File: config.mk
export PLATFORM = sky130hd
export DESIGN_NAME = fbfb_queue
export DESIGN_NICKNAME = d
export VERILOG_FILES = /design/src/hdl/fbfb_pkg.sv /design/src/hdl/fbfb_queue.sv
export SDC_FILE = /design/constraint.sdc
export NUM_CORES = 1
export LEC_CHECK = 0
export BUFFER_PORTS_ARGS = -buffer_cell sky130_fd_sc_hd__buf_2
export CAP_MARGIN = 20
export CORE_UTILIZATION = 45
export DETAILED_ROUTE_END_ITERATION = 6
export PLACE_DENSITY = 0.73
export SETUP_SLACK_MARGIN = 0.02
export SYNTH_ARGS = -nofsm -noshare
export SYNTH_HDL_FRONTEND = slang
export SYNTH_SLANG_ARGS = --single-unit
File: constraint.sdc
create_clock -name clk -period 8.1 [get_ports clk]
set_input_delay 1.62 -clock clk [delete_from_list [all_inputs] [get_ports clk]]
set_output_delay 1.62 -clock clk [all_outputs]
set_load 0.02 [all_outputs]
File: src/hdl/fbfb_pkg.sv
// Shared types, constants and opcodes for the framebuffer fill and blit engine.
package fbfb_pkg;

    localparam int FB_PIXELS_DEF = 65536;
    localparam int MAX_SIDE_DEF  = 1024;
    localparam logic [31:0] FULL_FILL_MARK = 32'h0000_00ff;

    typedef enum logic [2:0] {
        OP_SET_PIXEL = 3'd0,
        OP_GET_PIXEL = 3'd1,
        OP_FILL_RECT = 3'd2,
        OP_FILL_FULL = 3'd3,
        OP_SET_WIN   = 3'd4,
        OP_WIN_WRITE = 3'd5,
        OP_WIN_READ  = 3'd6,
        OP_UNUSED    = 3'd7
    } op_t;

    localparam logic [1:0] ST_OK     = 2'd0;
    localparam logic [1:0] ST_RANGE  = 2'd1;
    localparam logic [1:0] ST_NO_WIN = 2'd2;

    localparam logic CFG_WIDTH  = 1'b0;
    localparam logic CFG_HEIGHT = 1'b1;

    typedef struct packed {
        logic [2:0]         op;
        logic signed [11:0] x_first;
        logic signed [11:0] y_first;
        logic signed [11:0] x_last;
        logic signed [11:0] y_last;
        logic [10:0]        win_width;
        logic [10:0]        win_height;
        logic [31:0]        pixel_in;
    } in_item_t;

    typedef struct packed {
        logic [1:0]  status;
        logic [31:0] pixel_out;
    } out_item_t;

    // Kind of work the back end performs
    typedef enum logic [1:0] {
        K_NONE  = 2'd0,
        K_WRITE = 2'd1,
        K_READ  = 2'd2,
        K_FILL  = 2'd3
    } kind_t;

    // Classified command: pixel span in screen coordinates plus row pitch
    typedef struct packed {
        kind_t       kind;
        logic [1:0]  status;
        logic        full;
        logic [10:0] x0;
        logic [10:0] x1;
        logic [10:0] y0;
        logic [10:0] y1;
        logic [10:0] pitch;
        logic [31:0] pixel;
    } cmd_t;

endpackage

File: src/hdl/fbfb_queue.sv
// Short command queue between the front and back ends.
module fbfb_queue #(
    parameter int DEPTH = 4
) (
    input  logic           clk,
    input  logic           rst_n,
    input  logic           wr_valid,
    output logic           wr_stall,
    input  fbfb_pkg::cmd_t wr_cmd,
    output logic           rd_valid,
    input  logic           rd_stall,
    output fbfb_pkg::cmd_t rd_cmd
);
    import fbfb_pkg::*;

    localparam int AW = $clog2(DEPTH);

    cmd_t          mem [DEPTH];
    logic [AW-1:0] wp_reg, rp_reg;
    logic [AW:0]   cnt_reg;
    logic          push, pop;

    assign wr_stall = (cnt_reg == (AW+1)'(DEPTH));
    assign rd_valid = (cnt_reg != '0);
    assign push = wr_valid && !wr_stall;
    assign pop  = rd_valid && !rd_stall;
    assign rd_cmd = mem[rp_reg];

    always_ff @(posedge clk or negedge rst_n)
    begin
        if (!rst_n)
        begin
            wp_reg <= '0; rp_reg <= '0; cnt_reg <= '0;
        end
        else
        begin
            if (push)
                wp_reg <= (wp_reg == AW'(DEPTH-1)) ? '0 : wp_reg + 1'b1;
            if (pop)
                rp_reg <= (rp_reg == AW'(DEPTH-1)) ? '0 : rp_reg + 1'b1;
            if (push && !pop)
                cnt_reg <= cnt_reg + 1'b1;
            else if (pop && !push)
                cnt_reg <= cnt_reg - 1'b1;
        end
    end

    always_ff @(posedge clk)
    begin
        if (push)
            mem[wp_reg] <= wr_cmd;
    end
endmodule

==> flow_metrics.tcl, run 1 <==
set metrics [dict create \
    fin_tns_setup_ns 0 \
    netlist.area_leader.share 0.801 \
    synth_commonest_cells "368 x edfxtp_1, 92 x mux4_2, 8 x buf_2, 7 x dfrtp_1" \
    grt_start_max_net_pins 74 \
    synth.area.top_cells "edfxtp_1 80%, mux4_2 15%, dfrtp_1 1.3%" \
    ant_nets 0 \
    place_hpwl_um 13700 \
    fmax_ghz 0.221 \
    yosys_warnings 0 \
    grt-ovfl-total 0 \
    dp_slack_ns 4.00 \
    criticalPathCategory "reg2out" \
    cts_buffers 38 \
    placed_area_mm2 0.0151 \
    cts_tree "built" \
    place_congestion 0.653 \
    port_buffers 189 \
    nets 839 \
    synthesis.area_mm2 0.0138 \
    core_mm2 0.0299 \
    worst_pin_slew_ns 1.08 \
    synth_seq_cells 375 \
    drv_cap 0 \
    row_count 63 \
    power.static_leakage_uw 0.00557 \
    path_cells "buf_4 > mux4_2 > buf_2" \
    p_sw_frac 0.309 \
    peakVddDrop_uv 266 \
    min_path_type "reg2reg" \
    antenna_found_initial 1 \
    avgViaCountPerCell 5.27 \
    power.switching_uw 1950 \
    p_seq_frac 0.429 \
    clkTransAtPathRegs_ns 0.06 \
    cp.arrival_ns 2.91 \
    drc_errors 0 \
    vias 6096 \
    finalCriticalPeriod_ns 4.53 \
    final_area_mm2 0.0163 \
    die_x_um 177 \
    insertion_delay_ns 0.52 \
    skew_ns 0.0170 \
    startpoint_type "register" \
    first_pass_iters 4 \
    synth_ff_type "edfxtp_1" \
    grt_setup_unrepaired "false" \
    end_kind "primary output" \
    drive_above_1_share 0.463 \
    syn_nets 622 \
    start_util 0.462 \
    syn_avg_cell_area_um2 26.6 \
    syn2layout_area_growth_pct 18.5 \
    synthArstFlopShare 0.0187 \
    power.internal_uw 4360 \
    ys_seq_area_frac 0.814 \
    post-route-period-util 0.559 \
    max_stage_delay_ns 0.77 \
    yosys.area.top_type "edfxtp_1" \
    cts_setup_buffers 0 \
    p_per_area_mw_per_mm2 386 \
    design_power_total_uw 6310 \
    grt_pass1_vias 6424 \
    outcome "finished, final reports clean" \
    setup_viol 0 \
    clockBufferDepth 3 \
    drv_slew 0 \
    yosys.cell_types.count 23 \
    die_h_um 177 \
    hold_buffers 0 \
    yosysMostFrequentCell "edfxtp_1" \
    cp.required_ns 6.48 \
    grt_pass1_wl_um 36900 \
    htreeDepth 2 \
    slew_headroom 0.279 \
    fin_ws_ns 3.57 \
    comb_power_share 0.301 \
    final_util 0.547 \
    grt_use_total 0.159 \
    ctsRootBufferMaster "clkbuf_16" \
    cp_max_fo 44 \
    timing.final.hold_violations 0 \
    synth_edf_count 368 \
    largest_reg_flops 368 \
    synthCells 519 \
    p_clk_frac 0.270 \
    clock-sinks 375 \
    routedWlPerCell_um 21.2 \
    slowest_stage "buf_4" \
    die_area_mm2 0.0314 \
    postCtsResizedCells 0 \
    drtIter0Drc 402 \
    routed_wl_um 24500 \
    num_io_pins 190 \
]
==> cells in the final DEF, fill, tap and decap left out, types with 2 or more instances in the layout <==
master | synthesis | layout
and2_4 | 0 | 3
buf_2 | 8 | 189
buf_4 | 3 | 8
bufinv_16 | 0 | 3
clkbuf_1 | 2 | 8
clkbuf_16 | 0 | 41
clkinv_1 | 0 | 10
clkinv_2 | 0 | 6
dfrtp_1 | 7 | 5
dfrtp_4 | 0 | 2
edfxtp_1 | 368 | 368
ha_1 | 6 | 6
inv_1 | 4 | 4
mux2_2 | 3 | 3
mux2_4 | 2 | 2
mux4_2 | 92 | 92
nor2_1 | 4 | 3
xor2_1 | 2 | 2
==> power by group through the flow <==
stage	clock, uW	combinational, uW	sequential [uW]
after floorplan	0	1460	2700
after global routing	1810	2040	2740
after detailed placement	0	1930	2750
final	1700	1900	2700
after CTS	1740	1940	2720
after global placement	0	1930	2730
==> critical path: cells and delay by family, from the launching register on <==
kind	cells	cell delay (ns)
muxes	1	0.62
buffers and inverters	2	0.95
DFF	1	0.74
==> cells by family (layout without fill, tap and decap cells) <==
group / Yosys count / after routing / share of synthesized area
DFF: 375 / 375 / 0.814
muxes: 97 / 97 / 0.155
buffers and inverters: 25 / 271 / 0.0168
and+or+nand+nor: 12 / 12 / 0.00553
adders and majority gates: 7 / 7 / 0.00690
xor gates and xnor gates: 3 / 3 / 0.00191
other: 0 / 1 / 0
==> routing by layer <==
metal,track usage,wire [um],up-vias
met4,0.0467,446,2
met3,0.0417,1670,44
met2,0.257,11900,181
li1,-,-,2669
met5,0,17,-
met1,0.212,10500,3200
==> final cells by class <==
class                      instances  area, um2
antenna                            1       2.50
clock inverter                    20        165
multi-input combinational        119       2350
clock buffer                      49       1060
timing repair buffer             198       1030
fill                            2234      13500
sequential                       375      11200
tap                              390        488
inverter                           4       15.0
==> stage by stage <==
stage | std cells | hold slack [ns]
detailed placement | 1085 | 0.478
global route | 1155 | 0.518
finish | 1156 | 0.495
floorplan | 519 | 0.445
global placement | 1085 | 0.473
CTS | 1154 | 0.495
==> path summary, 6_finish.rpt <==
| check | cells past startpoint | endpoint | startpoint | slack, ns |
|---|---|---|---|---|
| worst max-delay path | 3 | rd_cmd[12] | rp_reg[0] | 3.57 |
| worst min-delay path | 1 | cnt_reg[2] | cnt_reg[2] | 0.49 |
| worst max register to register | 4 | mem[2][8] | cnt_reg[2] | 5.30 |
| worst min register to register | 1 | cnt_reg[2] | cnt_reg[2] | 0.49 |
| max in group asynchronous | 1 | rp_reg[0] | rst_n | 6.93 |
| min in group asynchronous | 1 | cnt_reg[0] | rst_n | 0.94 |
Note: power is estimated with default switching activity, not from simulation.
==> run 2: changes to the inputs <==
- PLACE_DENSITY: 0.73 -> 0.75
- clock period: 8.1 -> 3.7 ns (I/O delays scaled with it)
==> run 2 against run 1 <==
  * Clock power is 120% higher
  * Count of clock-buffer cells in the layout decreased by 2
  * Global-route usage hardly changed
  * Clock skew about the same
  * Register-to-register slack lost 3.9 ns
  * Sequential power grew 120%
  * Total power increased by 120%
  * Design area increased by 0.82%
  * Routed wire length is 0.14% lower
  * Critical path depth did not move
==> flow_metrics.tcl, run 2 (synthesized netlist as in run 1, its figures left out) <==
set metrics [dict create \
    hold_buffers 0 \
    placed_area_mm2 0.0152 \
    final_cell_mix "368 x edfxtp_1, 189 x buf_2, 92 x mux4_2" \
    htreeDepth 2 \
    grt_pass1_wl_um 37100 \
    antenna_found_initial 5 \
    min_path_type "in2async" \
    r2r-start "cnt_reg[2]" \
    insertion_delay_ns 0.52 \
    first_pass_iters 6 \
    clkTransAtPathRegs_ns 0.06 \
    avgViaCountPerCell 5.26 \
    skew_ns 0.0170 \
    syn2layout_area_growth_pct 19.5 \
    drc_errors 0 \
    clockBufferDepth 3 \
    start_util 0.462 \
    outcome "finished, final reports clean" \
    vias 6111 \
    final_util 0.551 \
    p_per_area_mw_per_mm2 842 \
    grt-ovfl-total 0 \
    peakVddDrop_uv 529 \
    core_mm2 0.0299 \
    final_area_mm2 0.0165 \
    power.static_leakage_uw 0.00563 \
    cts_setup_buffers 0 \
    grt_use_total 0.159 \
    finalCriticalPeriod_ns 3.33 \
    drtIter0Drc 385 \
    routed_wl_um 24500 \
    largest_reg_flops 368 \
    port_buffers 189 \
    reg2reg_to "mem[2][29]" \
    fin_tns_setup_ns 0 \
    grt_pass1_vias 6527 \
    worstRegToRegCells 4 \
    place_congestion 0.679 \
    drive_above_1_share 0.471 \
    clock-sinks 375 \
    drv_cap 0 \
    cp.required_ns 2.96 \
    criticalPathCategory "reg2out" \
    postCtsResizedCells 0 \
    holdWs_ns 0.0513 \
    r2r_setup_slack_ns 1.44 \
    drv_slew 0 \
    cp_max_fo 39 \
    fmax_ghz 0.300 \
    grt_start_max_net_pins 61 \
    timing.final.hold_violations 0 \
    nets 846 \
    routedWlPerCell_um 21.1 \
    worst_pin_slew_ns 0.831 \
    num_io_pins 190 \
    die_h_um 177 \
    end_kind "primary output" \
    slew_headroom 0.446 \
    final_common_cell "edfxtp_1" \
    place_hpwl_um 14800 \
    grt_setup_unrepaired "false" \
    post-route-period-util 0.900 \
    die_x_um 177 \
    cts_tree "built" \
    startpoint_type "register" \
    die_area_mm2 0.0314 \
    row_count 63 \
    design_power_total_uw 13900 \
    setup_viol 0 \
    ctsRootBufferMaster "clkbuf_16" \
    cts_buffers 39 \
    ant_nets 0 \
    cp.arrival_ns 2.59 \
]
==> run 2: cell count changes in the layout (fill, tap and decap cells not counted), moves of 2 or more <==
cell,delta
buf_12,+8
clkbuf_1,-2
clkinv_1,-2
clkinv_4,+2
==> run 2: per-layer routing <==
layer	up-vias	global-route usage	wire [um]
li1	2684	-	-
met4	4	0.0485	490
met1	3183	0.199	9920
met5	-	0	26
met2	191	0.268	12300
met3	49	0.0451	1800
==> run 2: worst max-delay path by stage <==
stage | endpoint | slack, ns | start
floorplan | mem[1][0] | 0.03 | wr_valid
global placement | rd_cmd[89] | 0.80 | rp_reg[0]
detailed placement | rd_cmd[1] | 0.80 | rp_reg[0]
CTS | rd_cmd[1] | 0.25 | rp_reg[0]
global route | rd_cmd[88] | 0.17 | rp_reg[0]
finish | rd_cmd[89] | 0.37 | rp_reg[0]
==> run 2: through the flow <==
step,setup slack (ns),instances
CTS,0.253,1159
detailed placement,0.802,1092
floorplan,0.0259,519
finish,0.369,1161
global placement,0.801,1092
global route,0.174,1159
==> run 2: where the power goes <==
group	internal [uW]	switching [uW]
registers	5600	430
clock network	2220	1490
logic	1790	2340
total	9620	4260
==> run 2: cell type report <==
type,count,area [um2]
Fill cell,2232,13400
Sequential cell,375,11200
Multi-Input combinational cell,119,2350
Timing Repair Buffer,204,1160
Clock buffer,47,1050
Tap cell,390,488
Clock inverter,20,179
Inverter,4,15.0
Antenna cell,2,5.00
==> run 2: worst max-delay path, stage by stage, from the launching register on <==
cell     delay, ns
dfrtp_4       0.97
buf_4         0.38
mux4_2        0.54
buf_2         0.18
