[src/hdl/fbfb_pkg.sv]
// Shared types, constants and opcodes for the framebuffer fill and blit engine.
package fbfb_pkg;

    localparam int FB_PIXELS_DEF = 65536;
    localparam int MAX_SIDE_DEF  = 1024;
    localparam logic [31:0] FULL_FILL_MARK = 32'h0000_00ff;

    typedef enum logic [2:0] {
        OP_SET_PIXEL = 3'd0,
        OP_GET_PIXEL = 3'd1,
        OP_FILL_RECT = 3'd2,
        OP_FILL_FULL = 3'd3,
        OP_SET_WIN   = 3'd4,
        OP_WIN_WRITE = 3'd5,
        OP_WIN_READ  = 3'd6,
        OP_UNUSED    = 3'd7
    } op_t;

    localparam logic [1:0] ST_OK     = 2'd0;
    localparam logic [1:0] ST_RANGE  = 2'd1;
    localparam logic [1:0] ST_NO_WIN = 2'd2;

    localparam logic CFG_WIDTH  = 1'b0;
    localparam logic CFG_HEIGHT = 1'b1;

    typedef struct packed {
        logic [2:0]         op;
        logic signed [11:0] x_first;
        logic signed [11:0] y_first;
        logic signed [11:0] x_last;
        logic signed [11:0] y_last;
        logic [10:0]        win_width;
        logic [10:0]        win_height;
        logic [31:0]        pixel_in;
    } in_item_t;

    typedef struct packed {
        logic [1:0]  status;
        logic [31:0] pixel_out;
    } out_item_t;

    // Kind of work the back end performs
    typedef enum logic [1:0] {
        K_NONE  = 2'd0,
        K_WRITE = 2'd1,
        K_READ  = 2'd2,
        K_FILL  = 2'd3
    } kind_t;

    // Classified command: pixel span in screen coordinates plus row pitch
    typedef struct packed {
        kind_t       kind;
        logic [1:0]  status;
        logic        full;
        logic [10:0] x0;
        logic [10:0] x1;
        logic [10:0] y0;
        logic [10:0] y1;
        logic [10:0] pitch;
        logic [31:0] pixel;
    } cmd_t;

endpackage

[src/hdl/fbfb_front.sv]
// Front end: checks geometry, tracks the transfer window and classifies each item.
module fbfb_front #(
    parameter int FB_PIXELS = fbfb_pkg::FB_PIXELS_DEF,
    parameter int MAX_SIDE  = fbfb_pkg::MAX_SIDE_DEF
) (
    input  logic               clk,
    input  logic               rst_n,
    input  logic               cfg_we,
    input  logic               cfg_index,
    input  logic [10:0]        cfg_data,
    input  logic               in_valid,
    output logic               in_stall,
    input  fbfb_pkg::in_item_t in_item,
    output logic               cmd_valid,
    input  logic               cmd_stall,
    output fbfb_pkg::cmd_t     cmd
);
    import fbfb_pkg::*;

    logic [10:0] width_reg, height_reg;
    logic        geo_ok;
    logic [10:0] wl_reg, wt_reg, wr_reg, wb_reg, cc_reg, cr_reg;
    logic [10:0] wl_next, wt_next, wr_next, wb_next, cc_next, cr_next;
    logic        wo_reg, wo_next;
    logic [21:0] area;
    logic        x1_ok, y1_ok, x2_ok, y2_ok;
    logic [11:0] xe, ye;
    logic        take;
    logic        cmd_valid_reg;
    cmd_t        cmd_reg;
    cmd_t        cmd_c;

    assign area = width_reg * height_reg;
    assign geo_ok = (width_reg != 11'd0) && (height_reg != 11'd0)
                  && ({21'd0, width_reg} <= 32'(MAX_SIDE))
                  && ({21'd0, height_reg} <= 32'(MAX_SIDE))
                  && ({10'd0, area} <= 32'(FB_PIXELS));

    assign x1_ok = !in_item.x_first[11] && (in_item.x_first[10:0] < width_reg);
    assign y1_ok = !in_item.y_first[11] && (in_item.y_first[10:0] < height_reg);
    assign x2_ok = !in_item.x_last[11] && (in_item.x_last[10:0] < width_reg);
    assign y2_ok = !in_item.y_last[11] && (in_item.y_last[10:0] < height_reg);
    assign xe = {1'b0, in_item.x_first[10:0]} + {1'b0, in_item.win_width};
    assign ye = {1'b0, in_item.y_first[10:0]} + {1'b0, in_item.win_height};

    assign in_stall = cmd_valid && cmd_stall;
    assign take = in_valid && !in_stall;

    always_comb
    begin
        wl_next = wl_reg; wt_next = wt_reg; wr_next = wr_reg; wb_next = wb_reg;
        cc_next = cc_reg; cr_next = cr_reg; wo_next = wo_reg;
        cmd_c = '0;
        cmd_c.kind = K_NONE;
        cmd_c.status = ST_OK;
        cmd_c.pitch = width_reg;
        cmd_c.pixel = in_item.pixel_in;
        cmd_c.x0 = in_item.x_first[10:0];
        cmd_c.y0 = in_item.y_first[10:0];
        cmd_c.x1 = in_item.x_first[10:0];
        cmd_c.y1 = in_item.y_first[10:0];
        if (in_item.op <= OP_SET_WIN && !geo_ok)
        begin
            cmd_c.status = ST_RANGE;
        end
        else
        begin
            unique case (op_t'(in_item.op))
                OP_SET_PIXEL, OP_GET_PIXEL:
                begin
                    if (!x1_ok || !y1_ok)
                        cmd_c.status = ST_RANGE;
                    else
                        cmd_c.kind = (in_item.op == OP_SET_PIXEL) ? K_WRITE : K_READ;
                end
                OP_FILL_RECT:
                begin
                    if (!x1_ok || !x2_ok || !y1_ok || !y2_ok
                        || in_item.x_last < in_item.x_first
                        || in_item.y_last < in_item.y_first)
                        cmd_c.status = ST_RANGE;
                    else
                    begin
                        cmd_c.kind = K_FILL;
                        cmd_c.x1 = in_item.x_last[10:0];
                        cmd_c.y1 = in_item.y_last[10:0];
                    end
                end
                OP_FILL_FULL:
                begin
                    cmd_c.kind = K_FILL;
                    cmd_c.full = 1'b1;
                    cmd_c.x0 = '0;
                    cmd_c.y0 = '0;
                    cmd_c.x1 = width_reg - 11'd1;
                    cmd_c.y1 = height_reg - 11'd1;
                end
                OP_SET_WIN:
                begin
                    if (in_item.win_width == 11'd0 || in_item.win_height == 11'd0
                        || !x1_ok || !y1_ok || xe > {1'b0, width_reg}
                        || ye > {1'b0, height_reg})
                        cmd_c.status = ST_RANGE;
                    else
                    begin
                        wl_next = in_item.x_first[10:0];
                        wt_next = in_item.y_first[10:0];
                        wr_next = xe[10:0] - 11'd1;
                        wb_next = ye[10:0] - 11'd1;
                        cc_next = in_item.x_first[10:0];
                        cr_next = in_item.y_first[10:0];
                        wo_next = 1'b1;
                    end
                end
                OP_WIN_WRITE, OP_WIN_READ:
                begin
                    if (!wo_reg)
                        cmd_c.status = ST_NO_WIN;
                    else
                    begin
                        cmd_c.kind = (in_item.op == OP_WIN_WRITE) ? K_WRITE : K_READ;
                        cmd_c.x0 = cc_reg;
                        cmd_c.y0 = cr_reg;
                        if (cc_reg >= wr_reg)
                        begin
                            cc_next = wl_reg;
                            if (cr_reg >= wb_reg)
                                wo_next = 1'b0;
                            else
                                cr_next = cr_reg + 11'd1;
                        end
                        else
                            cc_next = cc_reg + 11'd1;
                    end
                end
                default: cmd_c.status = ST_RANGE;
            endcase
        end
    end

    always_ff @(posedge clk or negedge rst_n)
    begin
        if (!rst_n)
        begin
            width_reg <= 11'd256; height_reg <= 11'd256;
            wl_reg <= '0; wt_reg <= '0; wr_reg <= '0; wb_reg <= '0;
            cc_reg <= '0; cr_reg <= '0; wo_reg <= 1'b0;
        end
        else
        begin
            if (cfg_we)
            begin
                if (cfg_index == CFG_WIDTH)
                    width_reg <= cfg_data;
                else
                    height_reg <= cfg_data;
                wo_reg <= 1'b0;
            end
            else if (take)
            begin
                wl_reg <= wl_next; wt_reg <= wt_next; wr_reg <= wr_next;
                wb_reg <= wb_next; cc_reg <= cc_next; cr_reg <= cr_next;
                wo_reg <= wo_next;
            end
        end
    end

    always_ff @(posedge clk or negedge rst_n)
    begin
        if (!rst_n)
            cmd_valid_reg <= 1'b0;
        else if (!in_stall)
            cmd_valid_reg <= in_valid;
    end

    always_ff @(posedge clk)
    begin
        if (take)
            cmd_reg <= cmd_c;
    end

    assign cmd_valid = cmd_valid_reg;
    // cmd output port carries the registered command
    // (combinational classification stays internal)
    assign cmd = cmd_reg;
endmodule

[config.mk]
export PLATFORM = sky130hd
export DESIGN_NAME = fbfb_front
export DESIGN_NICKNAME = d
export VERILOG_FILES = /design/src/hdl/fbfb_pkg.sv /design/src/hdl/fbfb_front.sv
export SDC_FILE = /design/constraint.sdc
export NUM_CORES = 1
export LEC_CHECK = 0
export ABC_CLOCK_PERIOD_IN_PS = 15200
export BUFFER_PORTS_ARGS = -buffer_cell sky130_fd_sc_hd__buf_2
export CORE_ASPECT_RATIO = 0.5
export CORE_MARGIN = 3
export CORE_UTILIZATION = 50
export DETAILED_ROUTE_END_ITERATION = 8
export GPL_ROUTABILITY_DRIVEN = 0
export PLACE_DENSITY = 0.75
export SLEW_MARGIN = 20
export SYNTH_ARGS = -nofsm -noshare
export SYNTH_HDL_FRONTEND = slang
export SYNTH_SLANG_ARGS = --single-unit
[constraint.sdc]
create_clock -name clk -period 15.2 [get_ports clk]
set_input_delay 0.76 -clock clk [delete_from_list [all_inputs] [get_ports clk]]
set_output_delay 0.76 -clock clk [all_outputs]
set_load 0.1 [all_outputs]
==> run summary <==
# DRC: 0
clock tree sinks: 171
CP Buf/Inv Count: 1
Synth Flop Type: edfxtp_1
share of cells above drive strength 1: 16.4%
WL/cell: 19.9 um
R2R Setup Slk: 7.94 ns
clock buffer count from CTS: 17
crit path launch: width_reg[5]$_DFFE_PN0P_
Worst Tran Pin Value: 1.06 ns
area delta synth->final: 13.0%
postcts setup bufs: 0
Final min period: 7.26 ns
#FFs+latches synth: 171
CP max stage cell: dfrtp_1
GR Util All Layers: 26.7%
data required time at the worst endpoint: 15.54 ns
YS warnings: 0
Critical Path AT: 7.60 ns
starting DRC count in detailed routing: 1,298
H-tree depth: 4
Clock Path Buffers: 2
Crit path depth: 17
largest family of logic cells by synthesized area: adder cells
Core Rows: 44
CTS root buf: clkbuf_16
count of buffers from port buffering: 215
Critical Path Fanout Max: 15
share of flip-flops with an asynchronous set or reset: 46.2%
Initial Utilization: 51.7%
setup violators final: 0
initial antenna violation count: 0
global-route wire length before repair: 68.1 mm
P_leak: 8.01 nW
synthesized net count: 1,983
Placed Instances: 2,142
number of flip-flops under the largest register name: 92
unique cell type count in the Yosys netlist: 75
IO Pins: 216
Post-synth EDFFs: 92
Worst setup EP type: flip-flop
drt first pass iters: 6
critical-path cell list: nand2_1 > fa_1 > fa_1 > fa_1 > fa_1 > fa_1 > inv_1 > ha_1 > o21a_1 > nor2_1 > a221oi_1 > o2111ai_1 > or4_4 > o41ai_4 > a22o_1 > o21a_1 > mux2_2
aggregate global routing overflow: 0
Slew Limit Fails: 0
Antenna Nets Post-Route: 0
Avg Inst Size Synth: 9.62 um^2
Reg clk slew, reported paths: 0.08 ns
Worst setup SP type: flip-flop
FMAX: 0.138 GHz
final std cells w/o fill: 2,174
routed vias/inst: 6.01
final WL: 43.3 mm
RSZ-0062 raised after global routing: no
CTS Hold Bufs: 0
Synth Cell Area: 15,300 um^2
xor and xnor area share after synthesis: 3.54%
status: completed
kind of cell adding the most delay to the critical path: adder cells
n_diodes: 0
via count: 13,066
RR Endpoint: cc_reg[10]$_DFFE_PN0P_
HP Class: in -> async
P per Cell Area: 160 nW/um^2
crit-path max cell delay: 0.74 ns
DP HPWL: 33.6 mm
Final period util: 47.8%
end point of the critical path: cc_reg[10]$_DFFE_PN0P_
final net count: 2,168
origin of the critical flop-to-flop path: width_reg[5]$_DFFE_PN0P_
Core ar.: 29,500 um^2
Die Y: 129 um
largest net degree at the start of global routing: 74
Setup TNS: 0 ns
clock skew: 0.0141 ns
cells after synthesis: 1,585
slew margin rel.: 29.5%
clock latency on the worst-skew pair: 0.46 ns
die area: 32,800 um^2
chip width: 253 um
Seq/Total Area, Yosys: 31.1%
Final Hold Fails: 0
most used cell along the critical path: fa_1
number of global-route vias before repair: 12,685
mux contribution to synthesized area: 4.10%
Crit Path Category: reg -> reg
simple-gate share of the synthesized area: 13.2%
VDD IR max: 211 uV
complex-gate fraction of the synthesized area: 15.6%
post_cts resized: 0
max-cap violations: 0
adder-cell share of the synthesized area: 26.7%
TritonCTS clock tree: done
R2R cell count: 17
[worst min-delay path by stage]
| stage | start | to | cells after the start | slack, ns |
|---|---|---|---|---|
| detailed placement | wl_reg[3]$_DFFE_PN0P_ | wl_reg[3]$_DFFE_PN0P_ | 1 | 0.48 |
| CTS | rst_n | height_reg[3]$_DFFE_PN0P_ | 1 | 0.19 |
| finish | rst_n | height_reg[7]$_DFFE_PN0P_ | 1 | 0.20 |
| global route | rst_n | height_reg[7]$_DFFE_PN0P_ | 1 | 0.21 |
| global placement | wr_reg[2]$_DFFE_PN0P_ | wr_reg[2]$_DFFE_PN0P_ | 1 | 0.47 |
| floorplan | width_reg[10]$_DFFE_PN0P_ | cmd[42]$_DFFE_PP_ | 0 | 0.42 |
[synth_stat cells, types with 34 or more instances]
library cell | instances | area share (%)
nand3_1 | 34 | 1.1
nor2_1 | 113 | 2.8
inv_1 | 167 | 4.1
dfrtp_1 | 77 | 13
a21oi_1 | 109 | 3.6
o21ai_0 | 75 | 2.5
ha_1 | 194 | 16
fa_1 | 82 | 11
edfxtp_1 | 92 | 18
xnor2_1 | 48 | 2.8
nand2_1 | 148 | 3.6
clkbuf_1 | 47 | 1.2
[layer usage]
metal / routed length, um / global-route usage (%) / up-vias
li1: - / - / 6000
met1: 17900 / 34.4 / 6369
met2: 20300 / 45.3 / 579
met3: 3530 / 5.31 / 118
met4: 1650 / 9.92 / 0
met5: 0 / 0 / -
[cell usage in the layout (no fill, tap or decap), types with 7 or more instances in the layout]
master and n:
a211oi_1 14, a21o_1 23, a21oi_1 109, a22o_1 23, a31oi_1 12, and3_1 12
buf_2 214, buf_4 10, clkbuf_16 17, dfrtp_1 77, edfxtp_1 92, fa_1 82
ha_1 194, inv_1 167, mux2_1 21, mux2_2 15, mux2i_1 22, nand2_1 148
nand2b_1 14, nand3_1 34, nand4_1 14, nor2_1 113, nor2b_1 18, nor3_1 16
nor4_1 16, o211ai_1 10, o21a_1 12, o21ai_0 75, o21bai_1 7, o22ai_1 10
o2bb2ai_1 22, or2_2 9, or3_1 8, xnor2_1 48, xor2_1 11
[cell type report]
cell class | count | area [um^2]
Clock inverter | 13 | 139
Timing Repair Buffer | 224 | 1150
Clock buffer | 19 | 443
Tap cell | 391 | 489
Inverter | 171 | 642
Sequential cell | 171 | 4740
Fill cell | 2569 | 12300
Multi-Input combinational cell | 1185 | 9630
[worst register-to-register path, delay by kind of cell (launching register included)]
| kind | cells | cell delay (ns) |
|---|---|---|
| mux | 1 | 0.40 |
| flops | 1 | 0.74 |
| fa+ha+maj | 6 | 2.94 |
| compound gates | 6 | 2.26 |
| simple gates | 3 | 0.78 |
| buf+inv | 1 | 0.04 |
[report_power, final]
| part | switching [mW] | internal [mW] |
|---|---|---|
| sequential | 0.0396 | 0.519 |
| combinational | 1.09 | 0.668 |
| clock | 0.207 | 0.235 |
| total | 1.34 | 1.42 |
[metrics by stage]
stage	cell area [um^2]	hold WS, ns	total power [mW]	setup WS (ns)	utilization (%)
floorplan	15300	0.423	1.93	8.86	-
global placement	16700	0.468	2.28	8.18	56.4
detailed placement	16700	0.476	2.29	7.99	56.4
finish	17200	0.195	2.76	7.94	58.4
global route	17200	0.206	2.99	7.58	58.4
CTS	17200	0.190	2.75	7.98	58.4
[logic make-up after synthesis]
kind of cell | after synthesis
simple gates | 429
xor+xnor | 60
fa+ha+maj | 276
mux | 58
compound gates | 362
buf+inv | 229
flops | 171
(Power assumes the default switching activity.)
